**src/sv/wpbf_ram.sv**
```systemverilog
module wpbf_ram #(
  parameter int unsigned Width = 8,
  parameter int unsigned Depth = 2
) (
  input  logic                     clk_i,
  input  logic                     we_i,
  input  logic [$clog2(Depth)-1:0] waddr_i,
  input  logic [Width-1:0]         wdata_i,
  input  logic                     re_i,
  input  logic [$clog2(Depth)-1:0] raddr_i,
  output logic [Width-1:0]         rdata_o
);

  logic [Width-1:0] mem_q [Depth];
  logic [Width-1:0] rdata_q;

  always_ff @(posedge clk_i) begin
    if (we_i) begin
      mem_q[waddr_i] <= wdata_i;
    end
    if (re_i) begin
      rdata_q <= mem_q[raddr_i];
    end
  end

  assign rdata_o = rdata_q;

endmodule

```
**config.mk**
```make
export PLATFORM = sky130hd
export DESIGN_NAME = wpbf_ram
export DESIGN_NICKNAME = d
export VERILOG_FILES = /design/src/sv/wpbf_ram.sv
export SDC_FILE = /design/constraint.sdc
export NUM_CORES = 1
export LEC_CHECK = 0
export ABC_CLOCK_PERIOD_IN_PS = 1360
export BUFFER_PORTS_ARGS = -buffer_cell sky130_fd_sc_hd__buf_4
export CELL_PAD_IN_SITES_DETAIL_PLACEMENT = 0
export CELL_PAD_IN_SITES_GLOBAL_PLACEMENT = 1
export CORE_UTILIZATION = 46
export CTS_CLUSTER_DIAMETER = 200
export CTS_CLUSTER_SIZE = 25
export DETAILED_ROUTE_END_ITERATION = 12
export GPL_TIMING_DRIVEN = 0
export PLACE_DENSITY_LB_ADDON = 0.1
export SLEW_MARGIN = 20
export SYNTH_ARGS = -nofsm -noshare
export SYNTH_HDL_FRONTEND = slang
export SYNTH_SLANG_ARGS = --single-unit
export TNS_END_PERCENT = 5
```
**constraint.sdc**
```tcl
create_clock -name clk_i -period 1.36 [get_ports clk_i]
set_input_delay 0.136 -clock clk_i [delete_from_list [all_inputs] [get_ports clk_i]]
set_output_delay 0.136 -clock clk_i [all_outputs]
set_load 0.05 [all_outputs]
```
==> results.md, run 1 <==
* Number of global-route vias before repair at 395
* Fin. Hold Viols at 0
* Reg2Reg Setup Slack at 0.46 ns
* Final setup vio count at 0
* Synth Instances at 35
* Pwr Density at between 1000 and 1500 mW/mm^2
* Leak at ~0.00043 uW
* Hold Path End: mem_q[0][5]
* Sequential Power Share at 0.650
* Relative slew slack at 0.549
* Share of cells above drive strength 1 at 0.500
* Clock power frac at 0.215
* Fin Clk Skew at 0.00107 ns
* Sequential share of the synthesized area at 0.834
* Initial Util at 0.495
* DR vias/cell at 4.52
* Top cells by area, synth: edfxtp_1 (83%), mux2_4 (14%), buf_6 (1.3%), and2_1 (0.72%), nor2b_1 (0.72%)
* N_diodes at 0
* Critical Path Fanout Max at 1
* Final setup TNS at 0 ns
* Worst-Margin Slew at around 0.68 ns
* GRT Resource Usage Total at 0.117
* Largest net degree at the start of global routing at 14
* Synthesized area per cell at between 20 and 25 sq um
* CP delay by family, top: flip-flops
* Crit end category: output pin
* Sw Ratio at 0.220
* Worst Hold Launch: wdata_i[5]
* Synth Flop Type: edfxtp_1
* Max-cap violations at 0
* Initial antenna violation count at 0
* Post-synthesis async set-or-reset flop share at 0
* Post-Syn Area at around 860 sq um
* Cell-internal power at 1060 uW
* Initial DRC count at 3
* Clk Latency, worst-skew pair at ~0.29 ns
* Fmax at approximately 980 MHz
* Tmin final at around 1.0 ns
* Slowest-stage cell, CP: edfxtp_1
* Syn. warnings at 0
* Status: finished clean
* Crit path launch type: register
* Sw Pwr at about 300 uW
* Num CTS Buffers at 3
* Worst path cell trace: buf_4
* Final ANT Viol Nets at 0
* Gate power share at 0.135
* Yosys top cell area share at 0.834
* Synth Net Count at 48
* Site Rows at 15
* Wirelength, routed at slightly above 1 mm
* RR Startpoint: mem_q[0][4]
* Area Overhead vs Synth at 27.8%
* Post-layout nets at 76
* DR pass1 iterations at 3
* Crit path buf inv count at 1
* CTS tree: done
* Final Cycle Share at 0.748
* WP data required at 1.22 ns
* Hold depth at 1
* Arrival time worst endpoint at approximately 0.9 ns
* Post-synth EDFFs at 24
* Largest stage delay on the critical path at roughly 0.39 ns
* VDD IR max at 0.723 mV
* Via count at around 400
* H-Tree Depth at 1
* Root Driver: clkbuf_4
* Worst Setup Path Type: register to output pin
* Final Power at 1360 uW
* Core Region at between 0.0015 and 0.002 sq mm
* Area leader, netlist: edfxtp_1
* Synthesized flop and latch total at 24
* PostCTS Resize Cnt at 0
* HP Class: primary input to register
* WL/cell at 11.8 um
* Clock sink count at 24
* R2R cell count at 1
* Bufs on Longest Clock Path at 2
* Die span in x at 45.4 um
* Crit path launch: rdata_o[0]
* Clk slew on worst S/H paths at ~0.12 ns
* GP Congestion at 0.629
* Ports at 21
* Final Max Slew Viols at 0
* Worst R2R End: rdata_o[4]
* DRC errors left at 0
* I/O Buffers at 19
* First-pass GRT wire length at between 1.5 and 2 mm
* Commonest cells in the netlist: edfxtp_1 (24), mux2_4 (8), and2_1 (1), buf_6 (1), nor2b_1 (1)
* Die Y at 45.4 um
* Most frequent cell after synthesis: edfxtp_1
* Synth cell types at 5
* Total gr overflow at 0
* RSZ-0062 raised after global routing: false
* Die ar. at between 0.002 and 0.0025 sq mm
[power by group through the flow]
stage	Sequential (uW)	Combinational [uW]	Clock, uW
floorplan	963	50.6	0
global placement	900	173	0
detailed placement	904	177	0
CTS	887	177	302
global route	891	195	332
finish	886	184	294
[placed cells by master (no fill, tap or decap)]
cell,n
clkinv_1,1
nor2b_1,1
dlygate4sd3_1,4
edfxtp_1,24
buf_6,1
mux2_4,8
clkbuf_4,3
and2_1,1
buf_4,19
[worst max-delay path by stage]
stage / cells after the start / end
floorplan: 1 / mem_q[0][0]
global placement: 2 / mem_q[0][0]
detailed placement: 2 / mem_q[0][2]
CTS: 1 / rdata_o[4]
global route: 1 / rdata_o[0]
finish: 1 / rdata_o[0]
[per-layer routing]
| layer | vias up | global-route usage | wire [um] |
|---|---|---|---|
| met4 | 0 | 0.0364 | 0 |
| met1 | 186 | 0.126 | 399 |
| met5 | - | 0 | 0 |
| met3 | 0 | 0.0360 | 43 |
| li1 | 191 | - | - |
| met2 | 16 | 0.217 | 581 |
[registers in the layout, indices dropped and copies added (netlist names)]
| register | flops |
|---|---|
| rdata_o | 8 |
| mem_q | 16 |
[per-stage QoR]
step                worst slack [ns]   util  instance area, sq um  cells  hold WS [ns]
floorplan                      0.431      -                   865     35         0.235
global placement               0.219  0.595                  1040     79         0.321
detailed placement             0.158  0.595                  1040     79         0.324
CTS                            0.331  0.610                  1060     83       0.00913
global route                   0.291  0.633                  1100     87       0.00253
finish                         0.343  0.633                  1100     87        0.0177
[cell type report]
cell class | instances | area [sq um]
buffer | 1 | 11.3
multi-input combinational | 10 | 133
tap | 25 | 31.3
sequential | 24 | 721
fill | 142 | 641
clock buffer | 3 | 22.5
clock inverter | 1 | 3.75
timing repair buffer | 23 | 183
[logic make-up after synthesis]
kind of cell,after synthesis,share of synthesized area
buffers and inverters,1,0.0130
flip-flops,24,0.834
multiplexers,8,0.139
AND/OR/NAND/NOR,2,0.0145
[repair_timing]
action / CTS / global route
hold buffers: 0 / 4
hold endpoints to repair: 0 / 7
setup buffers: 0 / 0
(Power assumes the default switching activity.)
==> run 2, diff against run 1 <==
Settings changed: ABC_CLOCK_PERIOD_IN_PS 1360 to 1000, CORE_UTILIZATION 46 to 43.
Clock period 1.36 ns to 1 ns, I/O delays scaled along.
==> results.md, run 2 (same netlist as run 1, synthesis figures left out) <==
* Critical Path Fanout Max at 1
* GRT Resource Usage Total at 0.107
* I/O Buffers at 19
* Core Region at 0.00180 sq mm
* Total gr overflow at 0
* Max FFs per register at 16
* Number of global-route vias before repair at approximately 380
* Clk Latency, worst-skew pair at roughly 0.30 ns
* RSZ-0062 raised after global routing: true
* Grt met2 use at 0.208
* DRC errors left at 0
* GR Util met1 at 0.104
* Initial Util at 0.480
* Ports at 21
* WP data required at roughly 0.90 ns
* # placed instances at roughly 80
* Sw Ratio at 0.230
* Via count at 416
* N_diodes at 0
* First-pass GRT wire length at 1.53 mm
* Crit path launch type: register
* Sw Pwr at between 400 and 500 uW
* Cell-internal power at 1470 uW
* Final ANT Viol Nets at 0
* Final Max Slew Viols at 0
* Die ar. at between 0.002 and 0.0025 sq mm
* Final core utilization at 0.652
* Register Area at approximately 700 sq um
* Status: finished clean
* Root Driver: clkbuf_4
* Relative slew slack at 0.516
* Site Rows at 15
* GP Congestion at approximately 0.68
* Pwr Density at about 1600 mW/mm^2
* Crit path buf inv count at 1
* DR vias/cell at approximately 4.6
* CP delay by family, top: flip-flops
* Largest stage delay on the critical path at slightly above 0.4 ns
* DR pass1 iterations at 2
* Crit end category: output pin
* H-Tree Depth at 1
* Wirelength, routed at 1.16 mm
* Clock power frac at 0.222
* CTS tree: done
* Area Overhead vs Synth at 35.9%
* Sequential Power Share at 0.633
* Tmin final at 0.984 ns
* HP Class: primary input to register
* Final Cycle Share at 0.984
* Fmax at ~1000 MHz
* Clk slew on worst S/H paths at between 0.1 and 0.15 ns
* Clock sink count at 24
* Fillcell total at around 130
* Gate power share at 0.146
* Worst path cell trace: buf_6
* GRT busiest layer: met2
* Initial DRC count at 2
* Worst Setup Path Type: register to output pin
* Final setup vio count at 0
* VDD IR max at 1.13 mV
* Most common cell after layout, fill and taps aside: edfxtp_1
* Bufs on Longest Clock Path at 2
* Worst-Margin Slew at between 0.7 and 0.8 ns
* Max-cap violations at 0
* Non-Filler Instances at 91
* Most frequent cells in the layout: edfxtp_1 (24), buf_4 (11), buf_6 (9), mux2_4 (8), dlygate4sd3_1 (8)
* Post-layout nets at 80
* Die Y at about 47 um
* Arrival time worst endpoint at around 0.9 ns
* Fin Clk Skew at slightly below 0.002 ns
* Initial antenna violation count at 0
* Leak at approximately 0.00046 uW
* Die span in x at roughly 47 um
* Fin. Hold Viols at 0
* Num CTS Buffers at 3
* Largest net degree at the start of global routing at 14
* Footprint of the multi-input gates at around 130 sq um
* Final setup TNS at 0 ns
* WL/cell at around 13 um
* Share of cells above drive strength 1 at 0.470
* GRT met3 Usage at 0.0231
* Largest register by flop count: mem_q
* Slowest-stage cell, CP: edfxtp_1
run 2: through the flow:
| step | area [sq um] | hold WS (ns) | total power [uW] | setup slack (ns) |
|---|---|---|---|---|
| final | 1170 | 0.0651 | 1910 | 0.0164 |
| after floorplan | 865 | 0.199 | 1380 | 0.107 |
| after CTS | 1160 | 0.0627 | 1910 | 0.00291 |
| after global placement | 1040 | 0.284 | 1460 | -0.102 |
| after detailed placement | 1040 | 0.288 | 1470 | -0.172 |
| after global routing | 1170 | 0.0593 | 1970 | -0.0273 |
run 2: what timing repair did:
action / in CTS / in global routing
setup endpoints to repair: 3 / 8
cloned: 0 / 0
resized for setup: 3 / 5
buffers inserted: 0 / 0
hold buffers: 8 / 0
endpoints found under the hold margin: 16 / 0
run 2: final timing paths:
path	from	depth (start not counted)	end	slack [ns]
max	rdata_o[2]	1	rdata_o[2]	0.02
min	re_i	1	rdata_o[5]	0.07
max reg2reg	mem_q[0][6]	1	rdata_o[6]	0.10
min reg2reg	mem_q[0][7]	1	rdata_o[7]	0.56
run 2: cell type report:
| cell class | count | area share |
|---|---|---|
| clock inverters | 1 | 0.00319 |
| flip-flops and latches | 24 | 0.613 |
| plain buffers | 1 | 0.00958 |
| well taps | 25 | 0.0266 |
| multi-input cells | 10 | 0.113 |
| clock buffers | 3 | 0.0192 |
| repair buffers | 27 | 0.215 |
run 2: metal layers:
metal  share of wire  vias to the layer above
met5               0                        -
met3           0.052                        0
met4               0                        0
met1            0.41                      201
li1                -                      198
met2            0.53                       17
run 2: power by group through the flow:
stage	Clock, uW	Sequential [uW]	Combinational [uW]
final	424	1210	279
after global routing	461	1220	293
after CTS	427	1210	271
after detailed placement	0	1230	242
after global placement	0	1220	235
after floorplan	0	1310	68.8
